--- src/assert_macros.svh ---
// Assertion macros shared by the trajectory evaluator RTL.
`ifndef ASSERT_MACROS_SVH
`define ASSERT_MACROS_SVH

// Property checked on every clock edge outside reset.
`define ASSERT_CLK(label, prop, msg) \
  label: assert property (@(posedge clk) disable iff (!rst_n) prop) else $error(msg);

// Condition that must never hold outside reset.
`define ASSERT_NEVER(label, cond, msg) \
  label: assert property (@(posedge clk) disable iff (!rst_n) !(cond)) else $error(msg);

`endif

--- src/pptev_pkg.sv ---
// Shared types, constants and functions of the trajectory evaluator.
package pptev_pkg;

  localparam int MAX_SEGMENTS = 16;
  localparam int SEG_W        = 4;
  localparam int NUM_COEFFS   = 8;

  localparam logic [2:0] COEFF_TOP  = 3'(NUM_COEFFS - 1);
  localparam logic [2:0] DERIV_LAST = 3'd4;
  localparam logic [4:0] SEG_LIMIT  = 5'(MAX_SEGMENTS);

  localparam logic [63:0] SAT_MAX = 64'h7fff_ffff_ffff_ffff;
  localparam logic [63:0] SAT_MIN = 64'h8000_0000_0000_0000;

  typedef enum logic [1:0] {
    REQ_COEFF  = 2'd0,
    REQ_TIMING = 2'd1,
    REQ_EVAL   = 2'd2
  } req_t;

  localparam logic CFG_SEG_COUNT = 1'b0;
  localparam logic CFG_END_TIME  = 1'b1;

  typedef enum logic {
    FR_IDLE,
    FR_SEARCH
  } front_state_t;

  typedef enum logic [2:0] {
    BK_IDLE,
    BK_MUL_T,
    BK_FIX_T,
    BK_MUL_K,
    BK_FIX_K,
    BK_ADD,
    BK_EMIT
  } back_state_t;

  typedef struct packed {
    logic             is_eval;
    logic [SEG_W-1:0] seg;
    logic [1:0]       axis;
    logic [2:0]       ci;
    logic [63:0]      value;
    logic [31:0]      t;
  } job_t;

  // i*(i-1)*...*(i-d+1)
  function automatic logic [9:0] deriv_gain(input logic [2:0] i, input logic [2:0] d);
    logic [9:0] k;
    k = 10'd1;
    for (int j = 0; j < 4; j++) begin
      if (3'(j) < d) k = 10'(k * (10'(i) - 10'(j)));
    end
    return k;
  endfunction

endpackage

--- src/pptev_queue.sv ---
// Two-entry job queue between the front and the back.
`include "assert_macros.svh"
module pptev_queue
  import pptev_pkg::*;
(
  input  logic clk,
  input  logic rst_n,
  input  logic q_push,
  input  job_t q_wdata,
  output logic q_full,
  input  logic q_pop,
  output job_t q_rdata,
  output logic q_empty
);

  job_t       entry_r [2];
  logic       wr_ptr_r, wr_ptr_nxt;
  logic       rd_ptr_r, rd_ptr_nxt;
  logic [1:0] cnt_r, cnt_nxt;

  assign q_full  = (cnt_r == 2'd2);
  assign q_empty = (cnt_r == 2'd0);
  assign q_rdata = entry_r[rd_ptr_r];

  always_comb begin
    wr_ptr_nxt = q_push ? ~wr_ptr_r : wr_ptr_r;
    rd_ptr_nxt = q_pop ? ~rd_ptr_r : rd_ptr_r;
    cnt_nxt    = 2'(cnt_r + 2'(q_push) - 2'(q_pop));
  end

  always_ff @(posedge clk) begin
    if (!rst_n) begin
      wr_ptr_r <= 1'b0;
      rd_ptr_r <= 1'b0;
      cnt_r    <= 2'd0;
    end else begin
      wr_ptr_r <= wr_ptr_nxt;
      rd_ptr_r <= rd_ptr_nxt;
      cnt_r    <= cnt_nxt;
    end
  end

  always_ff @(posedge clk) begin
    if (q_push) begin
      entry_r[wr_ptr_r] <= q_wdata;
    end
  end

  `ASSERT_NEVER(a_q_overflow, q_push && q_full, "job pushed into full queue")
  `ASSERT_NEVER(a_q_underflow, q_pop && q_empty, "job popped from empty queue")

endmodule

--- config.mk ---
export PLATFORM = sky130hd
export DESIGN_NAME = pptev_queue
export DESIGN_NICKNAME = d
export VERILOG_FILES = /design/src/pptev_pkg.sv /design/src/pptev_queue.sv
export VERILOG_INCLUDE_DIRS = /design/src /design/src/src
export SDC_FILE = /design/constraint.sdc
export NUM_CORES = 1
export LEC_CHECK = 0
export BUFFER_PORTS_ARGS = -buffer_cell sky130_fd_sc_hd__buf_2
export CAP_MARGIN = 30
export CORE_ASPECT_RATIO = 2
export CORE_MARGIN = 2
export CORE_UTILIZATION = 35
export DETAILED_ROUTE_END_ITERATION = 7
export GPL_TIMING_DRIVEN = 0
export PLACE_DENSITY = 0.59
export REMOVE_ABC_BUFFERS = 1
export SLEW_MARGIN = 20
export SYNTH_ARGS = -nofsm -noshare
export SYNTH_HDL_FRONTEND = slang
export SYNTH_SLANG_ARGS = --single-unit
--- constraint.sdc ---
create_clock -name clk -period 7.1 [get_ports clk]
set_clock_uncertainty 0.05 [all_clocks]
set_input_delay 1.42 -clock clk [delete_from_list [all_inputs] [get_ports clk]]
set_output_delay 1.42 -clock clk [all_outputs]
set_load 0.005 [all_outputs]
==> metrics.csv <==
stage;metric;value;unit
flow_run;maxCapViolCount;0;
worst_hold_path;hold_class;reg2reg;
timing;tns;0;ns
floorplan;initial_core_util;35.48;%
clock_network;clock-root-buffer;clkbuf_16;
worst_setup_path;cpPeakStageDelay;0.60;ns
floorplan;ios;218;
drt;drtPass1Iterations;4;
timing;worst_slew_pin_slew;0.4074;ns
logic_synthesis;synthDistinctLibCells;14;
logic_synthesis;avgSynthCellArea;22.89;sq um
worst_setup_path;endpoint_kind;primary output;
cells_and_area;finalInstanceArea;10220;sq um
logic_synthesis;yosys_warnings;0;
pwr;peakVddDrop;0.2024;mV
worst_setup_path;cp_top_family;flip-flops;
logic_synthesis;synth-seq-cells;217;
logic_synthesis;synthTopCellsByArea;edfxtp_1, mux2_2, mux2_4;
worst_setup_path;start_kind;register;
placement;gp_congestion;0.7286;
placement;hpwlAfterDp;11360;um
cells_and_area;nNetsFinal;699;
logic_synthesis;syn_area;8033;sq um
timing;slew_violations;0;
timing;max_clock_freq;0.2903;GHz
clock_network;cts.path.max_buffers;3;
clock_network;cts_setup_buffers;0;
floorplan;die_w;111.1;um
worst_setup_path;critical_path_required;5.63;ns
clock_network;cts_resized;0;
timing;slew_headroom;72.84;%
placement;placed_area;9603;sq um
timing;setup_violations;0;
worst_setup_path;path_buf_inv;2;
pwr;p_leak;3.893;nW
drt;vias_per_cell;4.602;
clock_network;holdBufCountCts;0;
pwr;powerDensity;273.4;nW/um^2
clock_network;clk_pin_slew;0.06;ns
logic_synthesis;yosys.area.top_type;edfxtp_1;
grt;grt_start_max_net_pins;45;
floorplan;die_y;218.2;um
drt;first_iter_violations;147;
clock_network;tritoncts;built;
timing;grt_setup_unrepaired;no;
timing;hold_ws;0.5627;ns
drt;vias;4068;
worst_setup_path;cp_max_fo;42;
worst_setup_path;worstSetupPathType;reg2out;
timing;fin_crit_sh;48.52;%
logic_synthesis;synth_cells;351;
grt;grt_pass1_vias;4590;
floorplan;rows;78;
grt;grt_first_pass_wirelength;24580;um
cells_and_area;syn_to_final_growth;27.18;%
drt;ant_nets;0;
drt;routed_wl;16290;um
clock_network;cts.sinks;217;
grt;track_usage;13.23;%
drt;wl_per_cell;18.43;um
placement;port_buffers;217;
clock_network;cts_buffers;20;
worst_setup_path;worstPathArrival;1.98;ns
placement;place_ws;4.141;ns
outcome;status;finished, final reports clean;
worst_setup_path;slowest_stage;dfxtp_4;
worst_setup_path;cp_cell_sequence;buf_16 > mux2_2 > buf_2;
floorplan;die-area;24250;sq um
timing;period_needed;3.445;ns
timing;hold_viol;0;
cells_and_area;drive_above_1_share;60.10;%
clock_network;insertion_delay;0.49;ns
drt;drcViolationCount;0;
floorplan;core_area;22640;sq um
clock_network;h-tree-depth;1;
grt;antenna_found_initial;7;
pwr;power.total;2.793;mW
logic_synthesis;synth_top_area_share;79.25;%
logic_synthesis;seq_area_frac_synth;80.50;%
timing;worst_slack;3.655;ns
grt;grt_remaining_overflow;0;
[placed cells by master, fill, tap and decap left out]
cell / count
buf_2: 217
edfxtp_1: 212
mux2_2: 66
mux2_4: 40
clkbuf_16: 21
clkbuf_1: 8
diode_2: 5
buf_16: 5
dfxtp_1: 4
buf_12: 4
and2_1: 3
nor2b_1: 3
inv_1: 2
ha_1: 2
clkbuf_8: 2
nor2_1: 1
and2_4: 1
xor2_1: 1
nor2b_4: 1
o21a_1: 1
xnor3_1: 1
dfxtp_4: 1
clkinv_1: 1
clkinv_4: 1
clkinv_2: 1
[synthesized netlist by cell type]
cell type  number
nor2b_1         4
mux2_2         66
edfxtp_1      212
xor2_1          1
o21a_1          1
nor2_1          1
buf_2           6
mux2_4         40
ha_1            2
dfxtp_1         5
buf_6           6
and2_1          4
inv_1           2
xnor3_1         1
[layer usage]
metal / vias up / share of wire [%] / wire, um / track usage (%)
met2: 129 / 58 / 9489 / 25.93
met1: 2029 / 32 / 5199 / 12.36
li1: 1868 / - / - / -
met3: 38 / 5.5 / 896 / 3.245
met5: - / 0.13 / 21 / 0
met4: 4 / 4.2 / 682 / 7.078
[final timing paths]
| kind | startpoint | end | slack, ns | cells past startpoint |
|---|---|---|---|---|
| worst max-delay path | register | q_rdata[40] | 3.65 | 3 |
| worst min-delay path | rd_ptr_r | rd_ptr_r | 0.56 | 2 |
| worst max register to register | wr_ptr_r | entry_r[1][5] | 5.59 | 2 |
| worst min register to register | rd_ptr_r | rd_ptr_r | 0.56 | 2 |
[logic make-up (layout without fill, tap and decap cells)]
| family | after synthesis | after routing | share of synthesized area, % |
|---|---|---|---|
| DFF | 217 | 217 | 80.50 |
| muxes | 106 | 106 | 16.73 |
| other | 0 | 5 | 0 |
| AOI/OAI and AO/OA | 1 | 1 | 0.09349 |
| and+or+nand+nor | 9 | 9 | 0.6696 |
| adders and majority gates | 2 | 2 | 0.3115 |
| xor gates and xnor gates | 2 | 2 | 0.3894 |
| buffers and inverters | 14 | 262 | 1.308 |
[where the power goes]
| part | switching, mW | total (mW) | internal [mW] |
|---|---|---|---|
| Clock | 0.429 | 0.993 | 0.564 |
| Sequential | 0.0227 | 1.50 | 1.48 |
| Combinational | 0.131 | 0.297 | 0.166 |
| Total | 0.583 | 2.79 | 2.21 |
[tightest hold or removal path: cells and delay by family (launching register included)]
| kind | cells | cell delay, ns |
|---|---|---|
| simple gates | 1 | 0.15 |
| flops | 1 | 0.33 |
| xor+xnor | 1 | 0.08 |
[area by class of cell]
class	instances	area (sq um)
Multi-Input combinational cell	120	1471
Inverter	2	7.507
Sequential cell	217	6470
Clock inverter	3	17.52
Antenna cell	5	12.51
Clock buffer	31	583.1
Timing Repair Buffer	226	1304
Fill cell	2030	12430
Tap cell	280	350.3
[stage by stage]
step                cells  utilization (%)
floorplan             339                -
global placement      836            41.39
detailed placement    845            42.41
CTS                   879            45.07
global route          882            45.10
finish                884            45.12
[sequential cells by signal, indices dropped and copies added (netlist names), named ones only]
name      count
wr_ptr_r      1
entry_r     212
rd_ptr_r      1
cnt_r         2
Power figures use the tool's default switching activity.
