### config.mk
export PLATFORM = sky130hd
export DESIGN_NAME = pptev_front
export DESIGN_NICKNAME = d
export VERILOG_FILES = /design/src/pptev_pkg.sv /design/src/pptev_front.sv
export VERILOG_INCLUDE_DIRS = /design/src /design/src/src
export SDC_FILE = /design/constraint.sdc
export NUM_CORES = 1
export LEC_CHECK = 0
export BUFFER_PORTS_ARGS = -buffer_cell sky130_fd_sc_hd__clkbuf_2
export CORE_AREA = 5 5 406 408
export DETAILED_ROUTE_END_ITERATION = 12
export DIE_AREA = 0 0 411 413
export GPL_ROUTABILITY_DRIVEN = 0
export PLACE_DENSITY_LB_ADDON = 0.12
export SYNTH_ARGS = -nofsm -noshare
export SYNTH_HDL_FRONTEND = slang
export SYNTH_SLANG_ARGS = --single-unit
### constraint.sdc
create_clock -name clk -period 7.1 [get_ports clk]
set_input_delay 1.065 -clock clk [delete_from_list [all_inputs] [get_ports clk]]
set_output_delay 1.065 -clock clk [all_outputs]
set_load 0.005 [all_outputs]
### src/assert_macros.svh
// Assertion macros shared by the trajectory evaluator RTL.
`ifndef ASSERT_MACROS_SVH
`define ASSERT_MACROS_SVH

// Property checked on every clock edge outside reset.
`define ASSERT_CLK(label, prop, msg) \
  label: assert property (@(posedge clk) disable iff (!rst_n) prop) else $error(msg);

// Condition that must never hold outside reset.
`define ASSERT_NEVER(label, cond, msg) \
  label: assert property (@(posedge clk) disable iff (!rst_n) !(cond)) else $error(msg);

`endif

### src/pptev_pkg.sv
// Shared types, constants and functions of the trajectory evaluator.
package pptev_pkg;

  localparam int MAX_SEGMENTS = 16;
  localparam int SEG_W        = 4;
  localparam int NUM_COEFFS   = 8;

  localparam logic [2:0] COEFF_TOP  = 3'(NUM_COEFFS - 1);
  localparam logic [2:0] DERIV_LAST = 3'd4;
  localparam logic [4:0] SEG_LIMIT  = 5'(MAX_SEGMENTS);

  localparam logic [63:0] SAT_MAX = 64'h7fff_ffff_ffff_ffff;
  localparam logic [63:0] SAT_MIN = 64'h8000_0000_0000_0000;

  typedef enum logic [1:0] {
    REQ_COEFF  = 2'd0,
    REQ_TIMING = 2'd1,
    REQ_EVAL   = 2'd2
  } req_t;

  localparam logic CFG_SEG_COUNT = 1'b0;
  localparam logic CFG_END_TIME  = 1'b1;

  typedef enum logic {
    FR_IDLE,
    FR_SEARCH
  } front_state_t;

  typedef enum logic [2:0] {
    BK_IDLE,
    BK_MUL_T,
    BK_FIX_T,
    BK_MUL_K,
    BK_FIX_K,
    BK_ADD,
    BK_EMIT
  } back_state_t;

  typedef struct packed {
    logic             is_eval;
    logic [SEG_W-1:0] seg;
    logic [1:0]       axis;
    logic [2:0]       ci;
    logic [63:0]      value;
    logic [31:0]      t;
  } job_t;

  // i*(i-1)*...*(i-d+1)
  function automatic logic [9:0] deriv_gain(input logic [2:0] i, input logic [2:0] d);
    logic [9:0] k;
    k = 10'd1;
    for (int j = 0; j < 4; j++) begin
      if (3'(j) < d) k = 10'(k * (10'(i) - 10'(j)));
    end
    return k;
  endfunction

endpackage

### src/pptev_front.sv
// Front end: input transfers, configuration, timing store and segment search.
`include "assert_macros.svh"
module pptev_front
  import pptev_pkg::*;
(
  input  logic        clk,
  input  logic        rst_n,
  input  logic        cfg_wr_en,
  input  logic        cfg_index,
  input  logic [31:0] cfg_data,
  input  logic        push,
  output logic        full,
  input  logic [1:0]  in_req_type,
  input  logic [3:0]  in_segment,
  input  logic [1:0]  in_axis,
  input  logic [2:0]  in_coeff_index,
  input  logic [63:0] in_coeff_value,
  input  logic [31:0] in_seg_start,
  input  logic [31:0] in_seg_length,
  input  logic [31:0] in_query_time,
  output logic        q_push,
  output job_t        q_wdata,
  input  logic        q_full
);

  front_state_t     state_r, state_nxt;
  logic [4:0]       seg_count_r;
  logic [31:0]      end_time_r;
  logic [31:0]      start_r [MAX_SEGMENTS];
  logic [31:0]      len_r   [MAX_SEGMENTS];
  logic [31:0]      tq_r;
  logic [4:0]       count_r;
  logic [SEG_W-1:0] s_r;

  logic        accept;
  logic [4:0]  count_clamp;
  logic [31:0] tq_clamp;
  logic [32:0] win_end;
  logic        hit;
  logic        is_last;
  logic        found;

  assign full    = (state_r != FR_IDLE) || q_full;
  assign accept  = push && !full;

  assign count_clamp = (seg_count_r == 5'd0) ? 5'd1 :
                       (seg_count_r > SEG_LIMIT) ? SEG_LIMIT : seg_count_r;
  assign tq_clamp    = (in_query_time > end_time_r) ? end_time_r : in_query_time;

  assign win_end = 33'(start_r[s_r]) + 33'(len_r[s_r]);
  assign hit     = (tq_r >= start_r[s_r]) && (33'(tq_r) <= win_end);
  assign is_last = (5'(s_r) == 5'(count_r - 5'd1));
  assign found   = hit || is_last;

  always_comb begin
    state_nxt = state_r;
    unique case (state_r)
      FR_IDLE: begin
        if (accept && in_req_type == REQ_EVAL) state_nxt = FR_SEARCH;
      end
      FR_SEARCH: begin
        if (found && !q_full) state_nxt = FR_IDLE;
      end
      default: state_nxt = FR_IDLE;
    endcase
  end

  always_comb begin
    q_push  = 1'b0;
    q_wdata = '0;
    unique case (state_r)
      FR_IDLE: begin
        q_push        = accept && (in_req_type == REQ_COEFF);
        q_wdata.seg   = in_segment;
        q_wdata.axis  = in_axis;
        q_wdata.ci    = in_coeff_index;
        q_wdata.value = in_coeff_value;
      end
      FR_SEARCH: begin
        q_push          = found && !q_full;
        q_wdata.is_eval = 1'b1;
        q_wdata.seg     = s_r;
        q_wdata.t       = hit ? 32'(tq_r - start_r[s_r]) : len_r[s_r];
      end
      default: q_push = 1'b0;
    endcase
  end

  always_ff @(posedge clk) begin
    if (!rst_n) begin
      state_r     <= FR_IDLE;
      seg_count_r <= 5'd1;
      end_time_r  <= 32'd0;
    end else begin
      state_r <= state_nxt;
      if (cfg_wr_en) begin
        unique case (cfg_index)
          CFG_SEG_COUNT: seg_count_r <= cfg_data[4:0];
          CFG_END_TIME:  end_time_r  <= cfg_data;
          default:       end_time_r  <= end_time_r;
        endcase
      end
    end
  end

  always_ff @(posedge clk) begin
    if (accept && in_req_type == REQ_TIMING) begin
      start_r[in_segment] <= in_seg_start;
      len_r[in_segment]   <= in_seg_length;
    end
    if (accept && in_req_type == REQ_EVAL) begin
      tq_r    <= tq_clamp;
      count_r <= count_clamp;
      s_r     <= '0;
    end else if (state_r == FR_SEARCH && !found) begin
      s_r <= SEG_W'(s_r + 1'b1);
    end
  end

  `ASSERT_CLK(a_scan_in_range, (state_r == FR_SEARCH) |-> (5'(s_r) < count_r),
              "segment scan ran past segment count")

endmodule

==> results of run 1 <==
[flip-flops by register name (all words and copies together), names as in the netlist, named ones only]
register     cells
count_r          5
end_time_r      32
len_r          512
s_r              4
seg_count_r      5
start_r        512
state_r          1
tq_r            32
[layout make-up]
cell class	count	area, sq um
antenna	4	10.0
clock buffer	141	3060
clock inverter	79	766
fill	14940	101000
inverter	94	353
multi-input combinational	1304	15000
sequential	1107	32800
tap	2175	2720
timing repair buffer	650	5040
[power groups by stage]
stage	logic, uW	registers, uW	clock network (uW)
finish	13100	7290	6050
floorplan	6870	7360	0
global route	14100	7300	6530
CTS	12700	7290	6240
detailed placement	11500	7430	0
global placement	11500	7430	0
[cell families after synthesis]
logic type / after synthesis / share of synthesized area, %
simple gates: 402 / 4.25
flops: 1107 / 68.4
mux: 369 / 16.2
buf+inv: 215 / 1.89
compound gates: 343 / 4.73
fa+ha+maj: 134 / 3.53
xor+xnor: 55 / 1.00
[cell usage after synthesis, drive strengths merged, types with 51 or more instances]
cell type and n:
o21ai 53, mux4 320, ha 132, buf 56, a21o 51, inv 93
a21oi 134, nor2b 79, nand2 117, nor2 67, edfxtp 1061, clkbuf 65
[routing by layer]
layer / vias up / share of wire, % / track usage [%]
li1: 11950 / - / -
met1: 14480 / 45 / 24.3
met2: 750 / 49 / 30.2
met3: 163 / 4.5 / 2.31
met4: 2 / 2.4 / 4.70
met5: - / 0.0085 / 0
[placed cells by master (no fill, tap or decap), types with 30 or more instances in the layout]
| cell | instances |
|---|---|
| edfxtp_1 | 1061 |
| mux4_2 | 320 |
| clkbuf_2 | 291 |
| buf_4 | 256 |
| ha_1 | 122 |
| clkbuf_16 | 119 |
| nand2_1 | 115 |
| a21oi_1 | 106 |
| inv_1 | 92 |
| nor2b_1 | 78 |
| buf_12 | 57 |
| nor2_1 | 51 |
| a21o_1 | 50 |
| dfxtp_1 | 41 |
| xnor2_1 | 39 |
| o21ai_0 | 37 |
| clkinv_2 | 30 |
[metrics by stage]
stage          power (uW)  instance area [sq um]  instances  util (%)
2_1_floorplan       14200                  48200       2625         -
3_3_place_gp        18900                  54600       5282      33.9
3_5_place_dp        19000                  54600       5282      33.9
4_1_cts             26200                  59400       5545      36.9
5_1_grt             28000                  59800       5551      37.1
6_report            26400                  59800       5554      37.1
[path summary, 6_finish.rpt]
check	start	to	cells after the start
min	end_time_r[14]	end_time_r[14]	2
max	flip-flop	q_wdata[4]	30
max reg2reg	flip-flop	flip-flop	27
min reg2reg	end_time_r[14]	end_time_r[14]	2
[timing repair]
action / in CTS / in global routing
resized for setup: 90 / 82
hold endpoints to repair: 0 / 0
cloned: 6 / 1
setup endpoints to repair: 33 / 33
hold buffers: 0 / 0
pin swaps: 61 / 29
setup buffers: 41 / 6
[critical path: cells and delay by family (launching register included)]
family | cells | cell delay, ns
AND/OR/NAND/NOR | 9 | 1.35
buffers and inverters | 9 | 1.23
flip-flops | 1 | 0.41
adder cells (fa/ha/maj) | 2 | 0.55
XOR/XNOR | 1 | 0.33
multiplexers | 2 | 1.02
AO/OA/AOI/OAI | 7 | 1.62
==> flow_summary.ini, run 1 <==
[outcome]
status = finished, violations left
violations = setup timing

[timing]
max_freq_ghz = 0.120
clock_skew_ns = 0.0282
rsz0062_at_grt = true
hold_viol_final = 0
max_slew.worst_pin.slew_ns = 1.02
timing.setup.tns_ns = -36.83
setup_viol = 33
setup_ws_ns = -1.21
slew_viol_final = 0
hold_slack_ns = 0.471
max-slew-margin-rel_pct = 31.3
timing.final.crit_share_pct = 117
period_needed_ns = 8.31

[critical_path]
max_stage_delay_ns = 0.53
crit_slowest_cell = mux4_2
rrSetupSlack_ns = 0.41
cp_max_fo = 8
critPathRequiredTime_ns = 6.03
start_kind = flip-flop
path_class = reg2out
crit_arrival_ns = 7.25
worst_setup_path_end_kind = output port

[detailed_routing]
drt-initial-drc-count = 2103
wl_um = 153000
drc_errors = 0
detail-route-antenna-nets = 0
vias = 27345
via_per_inst = 4.92
post_drt_wl_per_cell_um = 27.5
drtPass1Iterations = 6

[power_and_ir_drop]
p_leak_uw = 0.0205
p_sw_uw = 9280
swShare_pct = 35.1
ir_worst_vdd_v = 0.000272
p_int_uw = 17200
combPwrFrac_pct = 49.5
pwr-share-seq_pct = 27.6
pwr-share-clk_pct = 22.9
cellPowerDensity_nw_per_um2 = 442

[clock_network]
clkSlewWorstSetupHoldPaths_ns = 0.06
htree_levels = 3
root_buffer = clkbuf_16
cts_buffers = 117
cts_buffer_depth = 3
cts.sinks = 1107
clock_latency_ns = 0.74
tritoncts = yes

[cells_and_area]
nets = 3617
syn_to_final_growth_pct = 24.7
final_layout_size_suffix_gt1_share_pct = 38.8

[yosys]
synth_top_area_share_pct = 66.5
synth-seq-area-share_pct = 68.4
synth-edff-count = 1061
postSynthAreaPerCell_sq_um = 18.3
synth_cell_type_count = 83
synthTopCellsByArea = edfxtp_1 66%, mux4_2 15%, ha_1 3.4%
yosysTopAreaCell = edfxtp_1
synthFlopType = edfxtp_1
synth_cells = 2625
syn_area_sq_um = 47900
yosys_warnings = 0
syn_nets = 2968
async_reset_ff_share_pct = 0
synth_seq_cells = 1107

[placed_design]
place_ws_ns = -1.14
io_buffers = 316
dpl.hpwl_um = 95500

[global_routing]
antenna_found_initial = 12
grt_pass1_vias = 29095
grt_start_max_net_pins = 88
grt_usage_pct = 17.8
grt_pass1_wl_um = 217000
grt-ovfl-total = 0

[floorplanning]
die_w_um = 411
fp.dieArea_sq_um = 170000
rows = 148
start_util_pct = 29.7
dieHeight_um = 413
core_area_sq_um = 161000
ios = 317

[run]
cap_violations = 0

[min_path]
hp-class = reg2reg
(Power assumes the default switching activity.)
==> run 2, diff against run 1 <==
- TNS_END_PERCENT: not set -> 10
==> run 2 against run 1 <==
  * The run still ends with setup timing left
  * Register-to-register slack gained 0.07 ns
  * Clock power is essentially flat
  * Critical path depth shrank 2
  * Worst setup slack lost 0.038 ns
  * Sequential power is essentially flat
  * Clock-buffer cell count is the same
  * Die area is the same
  * Maximum frequency shrank 0.45%
  * Critical path type unchanged
  * Largest power group unchanged
==> flow_summary.ini, run 2 (synthesis results as in run 1) <==
[power_and_ir_drop]
ir_worst_vdd_v = 0.000261
cellPowerDensity_nw_per_um2 = 441
p_leak_uw = 0.0204

[cells_and_area]
top_regs = len_r x512, start_r x512
final_cell_area_sq_um = 59600
mostFrequentLayoutCell = edfxtp_1
syn_to_final_growth_pct = 24.4
final_layout_size_suffix_gt1_share_pct = 38.5
fin_util_pct = 37.0
mostFrequentLayoutCells = 1061 x edfxtp_1, 320 x mux4_2, 309 x clkbuf_2
fillers = 14959
nets = 3616

[floorplanning]
fp.dieArea_sq_um = 170000
start_util_pct = 29.7
die_w_um = 411
core_area_sq_um = 161000
rows = 148
ios = 317
dieHeight_um = 413

[critical_path]
worst_setup_path_end_kind = output port
crit_slowest_cell = mux4_2
max_stage_delay_ns = 0.59
path_class = reg2out
crit_arrival_ns = 7.28
crit_top_cell = buf_12
cp_max_fo = 6
start_kind = flip-flop
critPathRequiredTime_ns = 6.03

[clock_network]
tritoncts = yes
clkSlewWorstSetupHoldPaths_ns = 0.06
hold_buffers = 0
htree_levels = 3
root_buffer = clkbuf_16
cts_buffer_depth = 3
cts.sinks = 1107
clock_latency_ns = 0.74
cts_buffers = 117

[detailed_routing]
vias = 27378
detail-route-antenna-nets = 0
drtPass1Iterations = 5
drt-initial-drc-count = 2105
post_drt_wl_per_cell_um = 27.5
drc_errors = 0
via_per_inst = 4.93
wl_um = 153000

[timing]
max-slew-margin-rel_pct = 34.3
timing.setup.tns_ns = -38.73
max_freq_ghz = 0.120
hold_viol_final = 0
max_slew.worst_pin.slew_ns = 0.981
slew_viol_final = 0
setup_viol = 33
setup_ws_ns = -1.25
rsz0062_at_grt = true
clock_skew_ns = 0.0273
period_needed_ns = 8.35
timing.final.crit_share_pct = 118

[global_routing]
grt_usage_pct = 17.8
antenna_found_initial = 13
grt_pass1_wl_um = 217000
grt-ovfl-total = 0
grt_pass1_vias = 29083
grt_start_max_net_pins = 88

[placed_design]
place_ws_ns = -1.14
dpl.hpwl_um = 95500
place_area_sq_um = 54600
io_buffers = 316

[min_path]
hp-class = reg2reg

[outcome]
violations = setup timing
status = finished, violations left

[run]
cap_violations = 0
-- run 2: where the power goes --
group | switching [uW] | internal (uW) | total, uW | leakage (uW)
Combinational | 6530 | 6390 | 12900 | 0.00861
Clock | 2550 | 3510 | 6050 | 0.00187
Sequential | 85.3 | 7210 | 7290 | 0.00993
Total | 9160 | 17100 | 26300 | 0.0204
-- run 2: path summary, 6_finish.rpt --
kind             startpoint             end  slack, ns  depth (start not counted)
max               flip-flop      q_wdata[4]      -1.25                         28
max reg2reg       flip-flop       flip-flop       0.48                         28
min          end_time_r[14]  end_time_r[14]       0.47                          2
min reg2reg  end_time_r[14]  end_time_r[14]       0.47                          2
-- run 2: layout make-up --
| type | instances | area [sq um] | share of cell area [%] |
|---|---|---|---|
| Antenna cell | 3 | 7.51 | 0.0126 |
| Clock buffer | 141 | 3060 | 5.13 |
| Clock inverter | 79 | 766 | 1.28 |
| Inverter | 94 | 353 | 0.592 |
| Multi-Input combinational cell | 1304 | 14900 | 25.0 |
| Sequential cell | 1107 | 32800 | 55.0 |
| Tap cell | 2175 | 2720 | 4.56 |
| Timing Repair Buffer | 649 | 5000 | 8.39 |
-- run 2: critical path, delay by kind of cell, from the launching register on --
kind	cells	cell delay, ns
AO/OA/AOI/OAI	9	2.10
AND/OR/NAND/NOR	6	1.13
multiplexers	2	1.10
buffers and inverters	8	1.09
adder cells (fa/ha/maj)	2	0.54
flip-flops	1	0.41
XOR/XNOR	1	0.18
-- run 2: metrics by stage --
stage	power, uW	hold WS, ns	std cells
2_1_floorplan	14200	0.445	2625
3_3_place_gp	18900	0.462	5282
3_5_place_dp	19000	0.464	5282
4_1_cts	26200	0.472	5544
5_1_grt	27800	0.495	5550
6_report	26300	0.471	5552
-- run 2: routing by layer --
metal / up-vias / global-route usage, % / routed length [um]
met5: - / 0 / 13
met4: 2 / 4.70 / 3620
met3: 160 / 2.31 / 6920
met2: 744 / 30.2 / 74200
met1: 14513 / 24.3 / 67900
li1: 11959 / - / -
-- run 2: timing repair --
item | in CTS | in global routing
setup endpoints to repair | 33 | 33
pin swaps | 60 | 16
cloned | 6 | 1
gates resized for setup | 83 | 35
setup buffers | 38 | 3
hold endpoints to repair | 0 | 0
